## src/rtl/core/ils_pkg.sv

```systemverilog
package ils_pkg;

  localparam int DATA_W = 32;
  localparam int POS_W  = 5;
  localparam int CNT_W  = 5;

  localparam logic [2:0] OP_GET      = 3'd0;
  localparam logic [2:0] OP_CLEAR    = 3'd1;
  localparam logic [2:0] OP_INSERT   = 3'd2;
  localparam logic [2:0] OP_APPEND   = 3'd3;
  localparam logic [2:0] OP_CONTAINS = 3'd4;
  localparam logic [2:0] OP_SORT     = 3'd5;

  localparam logic [1:0] ST_OK    = 2'd0;
  localparam logic [1:0] ST_RANGE = 2'd1;
  localparam logic [1:0] ST_FULL  = 2'd2;

  typedef struct packed {
    logic [2:0]              operation;
    logic [POS_W-1:0]        position;
    logic signed [DATA_W-1:0] data_in;
  } in_req_t;

  typedef struct packed {
    logic signed [DATA_W-1:0] data_out;
    logic                     found;
    logic                     has_next;
    logic [CNT_W-1:0]         entry_count;
    logic [1:0]               status;
  } out_rsp_t;

  typedef enum logic [1:0] {
    WSRC_DIN,
    WSRC_RDATA,
    WSRC_HOLD
  } wsrc_t;

  typedef struct packed {
    logic  rd_en;
    logic  wr_en;
    wsrc_t wr_src;
    logic  v_load;
    logic  dout_sel;
  } dp_cmd_t;

  typedef struct packed {
    logic eq;
    logic gt;
  } dp_sts_t;

endpackage

```

## src/rtl/core/indexed_list_store_unit.sv

```systemverilog
// Ordered list of up to DEPTH signed 32-bit entries in a single-port-read RAM.
// A request is taken when start is high and busy is low; its result appears on
// out_rsp with out_valid high for exactly one cycle and must be captured then.
// Clear, append, undefined codes and every range or full error are answered
// straight from the idle state; get reads the entry, then answers; insert at
// the end writes at once, otherwise entries move up one per cycle from the
// last down to position, then data_in is written; contains reads then compares
// per entry and stops at the first match; sort with fewer than two entries
// answers at once, otherwise an insertion sort runs with one pass per entry
// from the second on, each pass shifting larger entries up until the entry
// lands, possibly at the front. The RAM gives one registered read and one
// write per cycle. busy is low again in the result cycle, so the next request
// may be taken there.
module indexed_list_store_unit #(
  parameter int DEPTH = 16
) (
  input  logic               clk,
  input  logic               rst_n,
  input  logic               start,
  output logic               busy,
  input  ils_pkg::in_req_t   in_req,
  output logic               out_valid,
  output ils_pkg::out_rsp_t  out_rsp
);

  localparam int AW = $clog2(DEPTH);

  ils_pkg::dp_cmd_t                   cmd;
  ils_pkg::dp_sts_t                   sts;
  logic                               take;
  logic [AW-1:0]                      rd_addr;
  logic [AW-1:0]                      wr_addr;
  logic signed [ils_pkg::DATA_W-1:0]  data_out;
  logic                               found;
  logic                               has_next;
  logic [ils_pkg::CNT_W-1:0]          entry_count;
  logic [1:0]                         status;

  ils_ctrl #(
    .DEPTH (DEPTH)
  ) u_ctrl (
    .clk         (clk),
    .rst_n       (rst_n),
    .start       (start),
    .in_req      (in_req),
    .busy        (busy),
    .take        (take),
    .cmd         (cmd),
    .rd_addr     (rd_addr),
    .wr_addr     (wr_addr),
    .sts         (sts),
    .out_valid   (out_valid),
    .found       (found),
    .has_next    (has_next),
    .entry_count (entry_count),
    .status      (status)
  );

  ils_datapath #(
    .DEPTH (DEPTH)
  ) u_dp (
    .clk      (clk),
    .take     (take),
    .data_in  (in_req.data_in),
    .cmd      (cmd),
    .rd_addr  (rd_addr),
    .wr_addr  (wr_addr),
    .sts      (sts),
    .data_out (data_out)
  );

  always_comb begin
    out_rsp.data_out    = data_out;
    out_rsp.found       = found;
    out_rsp.has_next    = has_next;
    out_rsp.entry_count = entry_count;
    out_rsp.status      = status;
  end

endmodule

```

## src/rtl/core/ils_datapath.sv

```systemverilog
module ils_datapath #(
  parameter int DEPTH = 16
) (
  input  logic                                 clk,
  input  logic                                 take,
  input  logic signed [ils_pkg::DATA_W-1:0]    data_in,
  input  ils_pkg::dp_cmd_t                     cmd,
  input  logic [$clog2(DEPTH)-1:0]             rd_addr,
  input  logic [$clog2(DEPTH)-1:0]             wr_addr,
  output ils_pkg::dp_sts_t                     sts,
  output logic signed [ils_pkg::DATA_W-1:0]    data_out
);

  logic [ils_pkg::DATA_W-1:0] mem_r [DEPTH];
  logic [ils_pkg::DATA_W-1:0] rdata_r;
  logic [ils_pkg::DATA_W-1:0] din_r;
  logic [ils_pkg::DATA_W-1:0] v_r;
  logic [ils_pkg::DATA_W-1:0] wdata;

  always_comb begin
    case (cmd.wr_src)
      ils_pkg::WSRC_RDATA: wdata = rdata_r;
      ils_pkg::WSRC_HOLD:  wdata = v_r;
      default:             wdata = din_r;
    endcase
  end

  always_ff @(posedge clk) begin
    if (cmd.wr_en) begin
      mem_r[wr_addr] <= wdata;
    end
    if (cmd.rd_en) begin
      rdata_r <= mem_r[rd_addr];
    end
  end

  always_ff @(posedge clk) begin
    if (take) begin
      din_r <= data_in;
    end
    if (cmd.v_load) begin
      v_r <= rdata_r;
    end
  end

  assign sts.eq   = (rdata_r == din_r);
  assign sts.gt   = ($signed(rdata_r) > $signed(v_r));
  assign data_out = cmd.dout_sel ? $signed(rdata_r) : '0;

endmodule

```

## src/rtl/core/ils_ctrl.sv

```systemverilog
module ils_ctrl #(
  parameter int DEPTH = 16
) (
  input  logic                            clk,
  input  logic                            rst_n,
  input  logic                            start,
  input  ils_pkg::in_req_t                in_req,
  output logic                            busy,
  output logic                            take,
  output ils_pkg::dp_cmd_t                cmd,
  output logic [$clog2(DEPTH)-1:0]        rd_addr,
  output logic [$clog2(DEPTH)-1:0]        wr_addr,
  input  ils_pkg::dp_sts_t                sts,
  output logic                            out_valid,
  output logic                            found,
  output logic                            has_next,
  output logic [ils_pkg::CNT_W-1:0]       entry_count,
  output logic [1:0]                      status
);

  localparam int AW = $clog2(DEPTH);
  localparam int CW = $clog2(DEPTH + 1);
  localparam int PW = (CW > ils_pkg::POS_W) ? CW : ils_pkg::POS_W;
  localparam logic [CW-1:0] FULL_CNT = CW'(DEPTH);

  typedef enum logic [3:0] {
    S_IDLE,
    S_GET,
    S_INS,
    S_INS_LAST,
    S_SRCH_RD,
    S_SRCH_CMP,
    S_SRT_V,
    S_SRT_WAIT,
    S_SRT_CMP,
    S_SRT_PUT
  } state_t;

  state_t           state_r, state_nxt;
  ils_pkg::dp_cmd_t cmd_r, cmd_nxt;
  logic [AW-1:0]    rd_addr_r, rd_addr_nxt;
  logic [AW-1:0]    wr_addr_r, wr_addr_nxt;
  logic [CW-1:0]    count_r, count_nxt;
  logic [CW-1:0]    i_r, i_nxt;
  logic [CW-1:0]    j_r, j_nxt;
  logic [AW-1:0]    pos_r, pos_nxt;
  logic             out_valid_r, out_valid_nxt;
  logic             found_r, found_nxt;
  logic             has_next_r, has_next_nxt;
  logic [1:0]       status_r, status_nxt;

  logic [PW-1:0]    pos_w;
  logic [PW-1:0]    cnt_w;
  logic [CW-1:0]    cnt_p1;
  logic [CW-1:0]    cnt_m1;
  logic [CW-1:0]    pos_p1;
  logic [CW-1:0]    j_m1;
  logic [CW-1:0]    j_m2;
  logic [CW-1:0]    j_p1;
  logic [CW-1:0]    i_m1;
  logic [CW-1:0]    i_p1;

  assign busy = (state_r != S_IDLE);
  assign take = start && !busy;

  always_comb begin
    pos_w  = PW'(in_req.position);
    cnt_w  = PW'(count_r);
    cnt_p1 = count_r + CW'(1);
    cnt_m1 = count_r - CW'(1);
    pos_p1 = CW'(pos_r) + CW'(1);
    j_m1   = j_r - CW'(1);
    j_m2   = j_r - CW'(2);
    j_p1   = j_r + CW'(1);
    i_m1   = i_r - CW'(1);
    i_p1   = i_r + CW'(1);
  end

  always_comb begin
    state_nxt     = state_r;
    cmd_nxt       = '0;
    rd_addr_nxt   = rd_addr_r;
    wr_addr_nxt   = wr_addr_r;
    count_nxt     = count_r;
    i_nxt         = i_r;
    j_nxt         = j_r;
    pos_nxt       = pos_r;
    out_valid_nxt = 1'b0;
    found_nxt     = 1'b0;
    has_next_nxt  = 1'b0;
    status_nxt    = ils_pkg::ST_OK;

    unique case (state_r)
      S_IDLE: begin
        if (take) begin
          unique case (in_req.operation)
            ils_pkg::OP_GET: begin
              if (pos_w < cnt_w) begin
                cmd_nxt.rd_en = 1'b1;
                rd_addr_nxt   = pos_w[AW-1:0];
                pos_nxt       = pos_w[AW-1:0];
                state_nxt     = S_GET;
              end else begin
                out_valid_nxt = 1'b1;
                status_nxt    = ils_pkg::ST_RANGE;
              end
            end
            ils_pkg::OP_CLEAR: begin
              count_nxt     = '0;
              out_valid_nxt = 1'b1;
            end
            ils_pkg::OP_INSERT: begin
              if (pos_w > cnt_w) begin
                out_valid_nxt = 1'b1;
                status_nxt    = ils_pkg::ST_RANGE;
              end else if (count_r == FULL_CNT) begin
                out_valid_nxt = 1'b1;
                status_nxt    = ils_pkg::ST_FULL;
              end else if (pos_w == cnt_w) begin
                cmd_nxt.wr_en  = 1'b1;
                cmd_nxt.wr_src = ils_pkg::WSRC_DIN;
                wr_addr_nxt    = pos_w[AW-1:0];
                count_nxt      = cnt_p1;
                out_valid_nxt  = 1'b1;
              end else begin
                pos_nxt       = pos_w[AW-1:0];
                cmd_nxt.rd_en = 1'b1;
                rd_addr_nxt   = cnt_m1[AW-1:0];
                j_nxt         = cnt_m1;
                state_nxt     = S_INS;
              end
            end
            ils_pkg::OP_APPEND: begin
              out_valid_nxt = 1'b1;
              if (count_r == FULL_CNT) begin
                status_nxt = ils_pkg::ST_FULL;
              end else begin
                cmd_nxt.wr_en  = 1'b1;
                cmd_nxt.wr_src = ils_pkg::WSRC_DIN;
                wr_addr_nxt    = count_r[AW-1:0];
                count_nxt      = cnt_p1;
              end
            end
            ils_pkg::OP_CONTAINS: begin
              if (count_r == '0) begin
                out_valid_nxt = 1'b1;
              end else begin
                cmd_nxt.rd_en = 1'b1;
                rd_addr_nxt   = '0;
                j_nxt         = '0;
                state_nxt     = S_SRCH_RD;
              end
            end
            ils_pkg::OP_SORT: begin
              if (count_r < CW'(2)) begin
                out_valid_nxt = 1'b1;
              end else begin
                cmd_nxt.rd_en = 1'b1;
                rd_addr_nxt   = AW'(1);
                i_nxt         = CW'(1);
                state_nxt     = S_SRT_V;
              end
            end
            default: begin
              out_valid_nxt = 1'b1;
            end
          endcase
        end
      end
      S_GET: begin
        cmd_nxt.dout_sel = 1'b1;
        out_valid_nxt    = 1'b1;
        has_next_nxt     = (pos_p1 < count_r);
        state_nxt        = S_IDLE;
      end
      S_INS: begin
        cmd_nxt.wr_en  = 1'b1;
        cmd_nxt.wr_src = ils_pkg::WSRC_RDATA;
        wr_addr_nxt    = j_p1[AW-1:0];
        if (j_r > CW'(pos_r)) begin
          cmd_nxt.rd_en = 1'b1;
          rd_addr_nxt   = j_m1[AW-1:0];
          j_nxt         = j_m1;
        end else begin
          state_nxt = S_INS_LAST;
        end
      end
      S_INS_LAST: begin
        cmd_nxt.wr_en  = 1'b1;
        cmd_nxt.wr_src = ils_pkg::WSRC_DIN;
        wr_addr_nxt    = pos_r;
        count_nxt      = cnt_p1;
        out_valid_nxt  = 1'b1;
        state_nxt      = S_IDLE;
      end
      S_SRCH_RD: begin
        state_nxt = S_SRCH_CMP;
      end
      S_SRCH_CMP: begin
        if (sts.eq) begin
          out_valid_nxt = 1'b1;
          found_nxt     = 1'b1;
          state_nxt     = S_IDLE;
        end else if (j_p1 < count_r) begin
          cmd_nxt.rd_en = 1'b1;
          rd_addr_nxt   = j_p1[AW-1:0];
          j_nxt         = j_p1;
          state_nxt     = S_SRCH_RD;
        end else begin
          out_valid_nxt = 1'b1;
          state_nxt     = S_IDLE;
        end
      end
      S_SRT_V: begin
        cmd_nxt.v_load = 1'b1;
        cmd_nxt.rd_en  = 1'b1;
        rd_addr_nxt    = i_m1[AW-1:0];
        j_nxt          = i_r;
        state_nxt      = S_SRT_WAIT;
      end
      S_SRT_WAIT: begin
        state_nxt = S_SRT_CMP;
      end
      S_SRT_CMP: begin
        cmd_nxt.wr_en = 1'b1;
        wr_addr_nxt   = j_r[AW-1:0];
        if (sts.gt) begin
          cmd_nxt.wr_src = ils_pkg::WSRC_RDATA;
          j_nxt          = j_m1;
          if (j_m1 != '0) begin
            cmd_nxt.rd_en = 1'b1;
            rd_addr_nxt   = j_m2[AW-1:0];
            state_nxt     = S_SRT_WAIT;
          end else begin
            state_nxt = S_SRT_PUT;
          end
        end else begin
          cmd_nxt.wr_src = ils_pkg::WSRC_HOLD;
          if (i_p1 < count_r) begin
            cmd_nxt.rd_en = 1'b1;
            rd_addr_nxt   = i_p1[AW-1:0];
            i_nxt         = i_p1;
            state_nxt     = S_SRT_V;
          end else begin
            out_valid_nxt = 1'b1;
            state_nxt     = S_IDLE;
          end
        end
      end
      S_SRT_PUT: begin
        cmd_nxt.wr_en  = 1'b1;
        cmd_nxt.wr_src = ils_pkg::WSRC_HOLD;
        wr_addr_nxt    = j_r[AW-1:0];
        if (i_p1 < count_r) begin
          cmd_nxt.rd_en = 1'b1;
          rd_addr_nxt   = i_p1[AW-1:0];
          i_nxt         = i_p1;
          state_nxt     = S_SRT_V;
        end else begin
          out_valid_nxt = 1'b1;
          state_nxt     = S_IDLE;
        end
      end
      default: begin
        state_nxt = S_IDLE;
      end
    endcase
  end

  always_ff @(posedge clk) begin
    if (!rst_n) begin
      state_r     <= S_IDLE;
      cmd_r       <= '0;
      rd_addr_r   <= '0;
      wr_addr_r   <= '0;
      count_r     <= '0;
      i_r         <= '0;
      j_r         <= '0;
      pos_r       <= '0;
      out_valid_r <= 1'b0;
      found_r     <= 1'b0;
      has_next_r  <= 1'b0;
      status_r    <= ils_pkg::ST_OK;
    end else begin
      state_r     <= state_nxt;
      cmd_r       <= cmd_nxt;
      rd_addr_r   <= rd_addr_nxt;
      wr_addr_r   <= wr_addr_nxt;
      count_r     <= count_nxt;
      i_r         <= i_nxt;
      j_r         <= j_nxt;
      pos_r       <= pos_nxt;
      out_valid_r <= out_valid_nxt;
      found_r     <= found_nxt;
      has_next_r  <= has_next_nxt;
      status_r    <= status_nxt;
    end
  end

  assign cmd         = cmd_r;
  assign rd_addr     = rd_addr_r;
  assign wr_addr     = wr_addr_r;
  assign out_valid   = out_valid_r;
  assign found       = found_r;
  assign has_next    = has_next_r;
  assign status      = status_r;
  assign entry_count = cnt_w[ils_pkg::CNT_W-1:0];

endmodule

```

## config.mk

```make
export PLATFORM = sky130hd
export DESIGN_NAME = indexed_list_store_unit
export DESIGN_NICKNAME = d
export VERILOG_FILES = /design/src/rtl/core/ils_pkg.sv /design/src/rtl/core/indexed_list_store_unit.sv /design/src/rtl/core/ils_datapath.sv /design/src/rtl/core/ils_ctrl.sv
export SDC_FILE = /design/constraint.sdc
export NUM_CORES = 1
export LEC_CHECK = 0
export ABC_CLOCK_PERIOD_IN_PS = 4100
export BUFFER_PORTS_ARGS = -buffer_cell sky130_fd_sc_hd__buf_2
export CELL_PAD_IN_SITES_DETAIL_PLACEMENT = 0
export CELL_PAD_IN_SITES_GLOBAL_PLACEMENT = 1
export CORE_UTILIZATION = 55
export CTS_BUF_LIST = sky130_fd_sc_hd__clkbuf_8
export CTS_CLUSTER_DIAMETER = 200
export DETAILED_ROUTE_END_ITERATION = 8
export GPL_TIMING_DRIVEN = 0
export PLACE_DENSITY = 0.85
export SYNTH_ARGS = -nofsm -noshare
export SYNTH_HDL_FRONTEND = slang
export SYNTH_SLANG_ARGS = --single-unit
```

## constraint.sdc

```tcl
create_clock -name clk -period 4.1 [get_ports clk]
set_input_delay 0.41 -clock clk [delete_from_list [all_inputs] [get_ports clk]]
set_output_delay 0.41 -clock clk [all_outputs]
set_load 0.02 [all_outputs]
```

# --- Word level (Yosys, flattened, before mapping) ---
# Memories as Yosys holds them, arrays and structs flattened. A register that Yosys moved wholly into a read port is not among the register bits.
# Index checks and enable logic that the tools add are counted.
word_totals:
  reg_bits: 106
  ram_bits: 512
  input_bits: 43
  output_inout_bits: 43
  memories: 1
mem_list:
  columns: ["name", "words", "word_bits", "rd", "rd_clocked_by_memory_dff", "write_ports", "line", "text"]
  rows:
  - ["u_dp.mem_r", 16, 32, 1, 1, 1, "ils_datapath.sv:14", "logic [ils_pkg::DATA_W-1:0] mem_r [DEPTH];"]
classes:
  n_addsub: 8
  n_lt_le_gt_ge: 8
  n_eq_ne: 45
  muxes: 109
  n_reduce_logical: 25
ops:
  columns: ["cell", "n"]
  rows:
  - ["4-bit two-way mux", 35]
  - ["5-bit two-way mux", 19]
  - ["32-bit case mux with 2 select lines", 1]
  - ["4-bit case mux with 4 select lines", 3]
  - ["32-bit equality test", 1]
  - ["32-bit > comparator", 1]
  - ["32-bit two-way mux", 1]
  - ["4-bit case mux with 8 select lines", 1]
  - ["5-bit case mux with 3 select lines", 2]
  - ["1-bit two-way mux", 27]
  - ["5-bit case mux with 5 select lines", 1]
  - ["3-bit != test (second input constant)", 8]
  - ["4-bit case mux with 6 select lines", 1]
  - ["7-bit AND reduction", 3]
  - ["5-bit less-than comparator", 4]
  - ["2-bit != test (second input constant)", 10]
  - ["5-bit case mux with 2 select lines", 2]
  - ["4-bit by 3-bit equality test with 1-bit output (second input constant)", 4]
  - ["4-bit case mux with 2 select lines", 2]
  - ["5-bit by 1-bit adder with 5-bit output (second input constant)", 3]
  - ["3-bit case mux with 5 select lines", 1]
  - ["13-bit AND reduction", 1]
  - ["3-bit two-way mux", 4]
  - ["11-bit AND reduction", 1]
  - ["other kinds (42)", 59]

# --- Longest topological paths before layout ---
logic_depth:
  ltp_word: 7
  ltp_mapped: 12
  depth_no_buf: 11

# --- Cells and area by module ---
# From an unflattened synthesis, not the netlist that was laid out.
unflattened:
  cells_unflattened: 1616
  area_unflattened_um2: 27971.8
by_module_without_submodules:
  columns: ["mod", "n_inst", "cells_each", "area_per_inst_um2", "seq_area_each_um2"]
  rows:
  - ["ils_datapath", 1, 1132, 24279.5, 18257.5]
  - ["ils_ctrl", 1, 482, 3677.3, 840.8]
  - ["indexed_list_store_unit", 1, 2, 15.0, 0.0]

# --- Worst setup path before layout ---
# No wires, ideal clock.
synth_path:
  path_type: "register to register"
  startpoint: "register u_ctrl.cmd_r, in the netlist u_ctrl.cmd[4]"
  endpoint: "memory u_dp.mem_r[0][0] in the netlist's numbering (enable)"
  t_arrival_ps: 3042
  required_ps: 3639
  slack_ps: 597
  path_stages_with_launch: 3
  n_path_buf: 0
  synth_period_minus_slack_ps: 3503
  path_cell_list: "dfxtp_1 -> or3b_2 -> nor3_1"
synth_between:
  elab_chain_cells: 2
synth_lines:
  columns: ["item", "line", "text"]
  rows:
  - ["start: declaration", "ils_ctrl.sv:40", "ils_pkg::dp_cmd_t cmd_r, cmd_nxt;"]
  - ["start signal: assignment", "ils_ctrl.sv:286", "cmd_r <= cmd_nxt;"]
  - ["1-bit two-way mux", "ils_datapath.sv:29", "if (cmd.wr_en) begin"]
  - ["1-bit two-way mux (implied by the code)", "ils_datapath.sv:30", "mem_r[wr_addr] <= wdata;"]
  - ["end: declaration", "ils_datapath.sv:14", null]
# Every way passes these cells.

# --- Worst setup path in the final report ---
layout_path:
  startpoint: "register u_ctrl.j_r[0]"
  endpoint: "register u_ctrl.rd_addr_r[1], in the netlist u_ctrl.rd_addr[1]"
layout_between:
  elab_chain_cells: 4
  elab_cells_between_ends: 16
layout_lines:
  columns: ["item", "line", "text"]
  rows:
  - ["start: declaration", "ils_ctrl.sv:45", "logic [CW-1:0] j_r, j_nxt;"]
  - ["start signal: assignment", "ils_ctrl.sv:291", "j_r <= j_nxt;"]
  - ["5-bit by 1-bit adder with 5-bit output (tied with other cells)", "ils_ctrl.sv:74", "j_p1 = j_r + CW'(1);"]
  - ["5-bit less-than comparator (tied with other cells)", "ils_ctrl.sv:204", "end else if (j_p1 < count_r) begin"]
  - ["2-bit by 1-bit != test with 1-bit output (no source line) (tied with other cells)", null, null]
  - ["13-bit AND reduction (no source line) / 4-bit case mux with 6 select lines (equally long branches)", null, null]
  - ["end signal: assignment", "ils_ctrl.sv:287", "rd_addr_r <= rd_addr_nxt;"]
  - ["end: declaration", "ils_ctrl.sv:41", "logic [AW-1:0] rd_addr_r, rd_addr_nxt;"]
# Several ways; a longest one is shown, not always the timed one. The select of a mux whose other input is x is not followed.
# A chain may end at the register's enable or synchronous reset.

==> run metrics <==
area added between synthesis and finish 14.8%; final setup fails 0; area leader, netlist edfxtp_1; final net count 1,964; Root Driver clkbuf_8; Slew Viols, Final 0; share of post-route cells with drive strength above 1 22.8%; RSZ-0062 raised after global routing no; via/cell ratio 6.29; Synth Register Bits 650; Clock Tree Buf Depth 3; Slew @ Worst Pin 1390 ps; drt drc 0; input/output buffers 82; Post-DRT Antenna Nets 0; initial antenna violation count 1; clock net sink count 650; CTS HTree Levels 3; Routed WL per cell roughly 28 um; EDFF count, synth 608; die footprint 51,100 sq um; Post-CTS Repair Setup Buffers 0; crit path max fanout 10; Final Hold Fails 0; part of the Yosys area used for sequential elements ~69%; Tcrit/Tclk final 95.9%; Post-Syn Area 27,600 sq um; reg2reg path depth 12; CTS tree done; Cell Rows 81; die width between 200 and 250 um; Initial Utilization between 50% and 60%; Util after Layout between 60% and 70%; Power Density 477 nW/um^2; # diodes 0; CP max stage cell nor3_1; Setup crit end kind flop; Net Count, Synth 1,717; crit path DAT roughly 4500 ps; routed vias 16,344; most frequent cell after synthesis edfxtp_1; status finished, final reports clean; CP peak stage delay 500 ps; DRT Wirelength 72,400 um; CTS buffer count 100; dpl hpwl 48,400 um; top cells by count, synth edfxtp_1 (608), mux4_2 (160), nand2_1 (80); CP required 4690 ps; DRT Pass-1 Iters 5; vias in the first global route 16,194; fmax 0.254 GHz; HP Class in2reg; Mapped Cells roughly 1,600; r2r endpoint u_ctrl.rd_addr[1]; Async SR Flop Fraction 0%; Total GRT Usage between 20% and 30%; Avg Cell Area, Syn 17.2 sq um; largest net degree at the start of global routing 34; Area contributors post-synth edfxtp_1 (66%), mux4_2 (13%), dfxtp_1 (3.0%); Core Area 49,300 sq um; R2R setup slack 170 ps; CP Cell Sequence clkbuf_2, inv_1, ha_1, ha_1, a21boi_0, o21a_1, o21a_1, o21ai_0, a31oi_1, nor3_1, o311ai_1, o221ai_1; Critical R2R Launch u_ctrl.j_r[0]; grt ovf 0; detailed router's first-iteration violation count ~2,300; Main synth FF type edfxtp_1; Crit Path Category reg2reg; post-synth top area share 66.1%; Setup crit end u_ctrl.rd_addr[1]; I/O pins 86; Clock Latency Late Sink approximately 700 ps; Rel. slew slack between 6 and 7%; P_leak roughly 10 nW; first-pass GRT wire length between 100,000 and 150,000 um; Tmin final 3930 ps; Yosys warnings 0; RePlAce Congestion 0.918; CP Launch Type flop; Max Clock Skew 41.9 ps; Total Negative Setup Slacks 0 ps; worst vdd ir 0.449 mV; Worst-path clk slew 60 ps; Synth cell types a little under 70; max-cap viol count 0; Die Ht 226 um; launch point of the worst path u_ctrl.j_r[0]
[metrics by stage]
stage          hold slack, ps  worst slack, ps  area (sq um)  instances  total power, W
5_1_grt                  58.3              102         31700       2599          0.0156
3_5_place_dp              548             -149         29400       2384         0.00992
6_report                 44.6              169         31700       2599          0.0151
4_1_cts                  3.60             56.8         31700       2599          0.0151
3_3_place_gp              539            -2410         28900       2353         0.00986
2_1_floorplan             496              597         27600       1607         0.00920
[repair_timing]
| action | 4_1_cts | 5_1_grt |
|---|---|---|
| hold buffers | 32 | 0 |
| setup endpoints to repair | 5 | 8 |
| resized for setup | 1 | 2 |
| hold endpoints to repair | 32 | 0 |
[final cells by class]
class | count | area (sq um)
clock buffer | 103 | 1420
sequential | 650 | 19100
buffer | 78 | 302
timing repair buffer | 145 | 1200
clock inverter | 80 | 524
fill | 3422 | 17500
inverter | 56 | 210
multi-input combinational | 823 | 8120
tap | 664 | 831
[cells by family (layout without fill, tap and decap cells)]
family	count (synthesis)	after routing	synth area share, %
AO/OA/AOI/OAI	234	234	5.49
XOR/XNOR	49	49	1.55
adder cells (fa/ha/maj)	67	67	3.04
buffers and inverters	134	462	1.85
flip-flops	650	650	69.2
multiplexers	172	172	13.5
AND/OR/NAND/NOR	301	301	5.43
[where the power goes]
part / switching, W / internal [W] / leakage (nW)
Clock: 0.00255 / 0.00273 / 1.07
Combinational: 0.00124 / 0.000947 / 3.58
Sequential: 0.000138 / 0.00751 / 5.84
Total: 0.00393 / 0.0112 / 10.5
[worst max-delay path: cells and delay by family, from the launching register on]
kind | cells | cell delay [ps]
simple gates | 1 | 500
buf+inv | 2 | 440
compound gates | 7 | 1770
fa+ha+maj | 2 | 740
flops | 1 | 380
[per-layer routing]
layer | routed length, um | vias up | global-route usage [%]
met2 | 35600 | 930 | 47.8
li1 | - | 6952 | -
met4 | 2200 | 0 | 10.4
met3 | 7140 | 136 | 6.35
met1 | 27500 | 8326 | 39.0
met5 | 0 | - | 0
[worst min-delay path by stage]
stage / start / endpoint / slack [ps] / cells after the start
after floorplan: u_ctrl.i_r[4] / u_ctrl.i_r[4] / 500 / 1
after global placement: u_ctrl.wr_addr[2] / u_ctrl.wr_addr[2] / 540 / 2
after detailed placement: u_ctrl.wr_addr[2] / u_ctrl.wr_addr[2] / 550 / 2
after CTS: in_req[33] / u_ctrl.pos_r[1] / 4 / 3
after global routing: in_req[32] / u_ctrl.pos_r[0] / 60 / 3
final: in_req[32] / u_ctrl.pos_r[0] / 40 / 3
[sequential cells by signal, summed over array words and instances (netlist names)]
signal	flops
u_ctrl.j_r	5
u_ctrl.cmd	6
u_ctrl.i_r	5
u_ctrl.pos_r	4
u_ctrl.rd_addr	4
u_ctrl.state_r	4
u_ctrl.has_next	1
u_dp.rdata_r	32
u_ctrl.wr_addr	4
u_ctrl.status	2
u_dp.din_r	32
u_ctrl.out_valid	1
u_dp.v_r	32
u_ctrl.entry_count	5
u_dp.mem_r	512
u_ctrl.found	1
[layout by cell type, fill, tap and decap left out, types with 7 or more instances in the layout]
cell / netlist / final
a211oi_1: 8 / 7
clkinv_1: 0 / 28
xnor2_1: 43 / 43
nor2_1: 63 / 51
a21oi_1: 52 / 52
nand4_1: 19 / 19
and2_1: 37 / 37
mux4_2: 160 / 160
clkbuf_8: 0 / 103
dfxtp_1: 42 / 40
nor3_1: 29 / 25
edfxtp_1: 608 / 608
buf_2: 0 / 83
nand2_1: 80 / 80
o221ai_1: 8 / 8
o21ai_1: 2 / 32
dlygate4sd3_1: 0 / 32
nor2b_1: 9 / 9
a22oi_1: 37 / 37
buf_6: 0 / 12
inv_1: 56 / 74
clkbuf_1: 64 / 63
nor2_4: 0 / 12
nand2b_1: 14 / 14
nand3_1: 18 / 18
buf_12: 0 / 13
o21ai_0: 63 / 33
or3_1: 10 / 10
mux2i_1: 12 / 12
a21o_1: 8 / 8
ha_1: 67 / 67
buf_1: 12 / 12
o211ai_1: 7 / 7
clkinv_2: 0 / 19
Note: power is estimated with default switching activity, not from simulation.
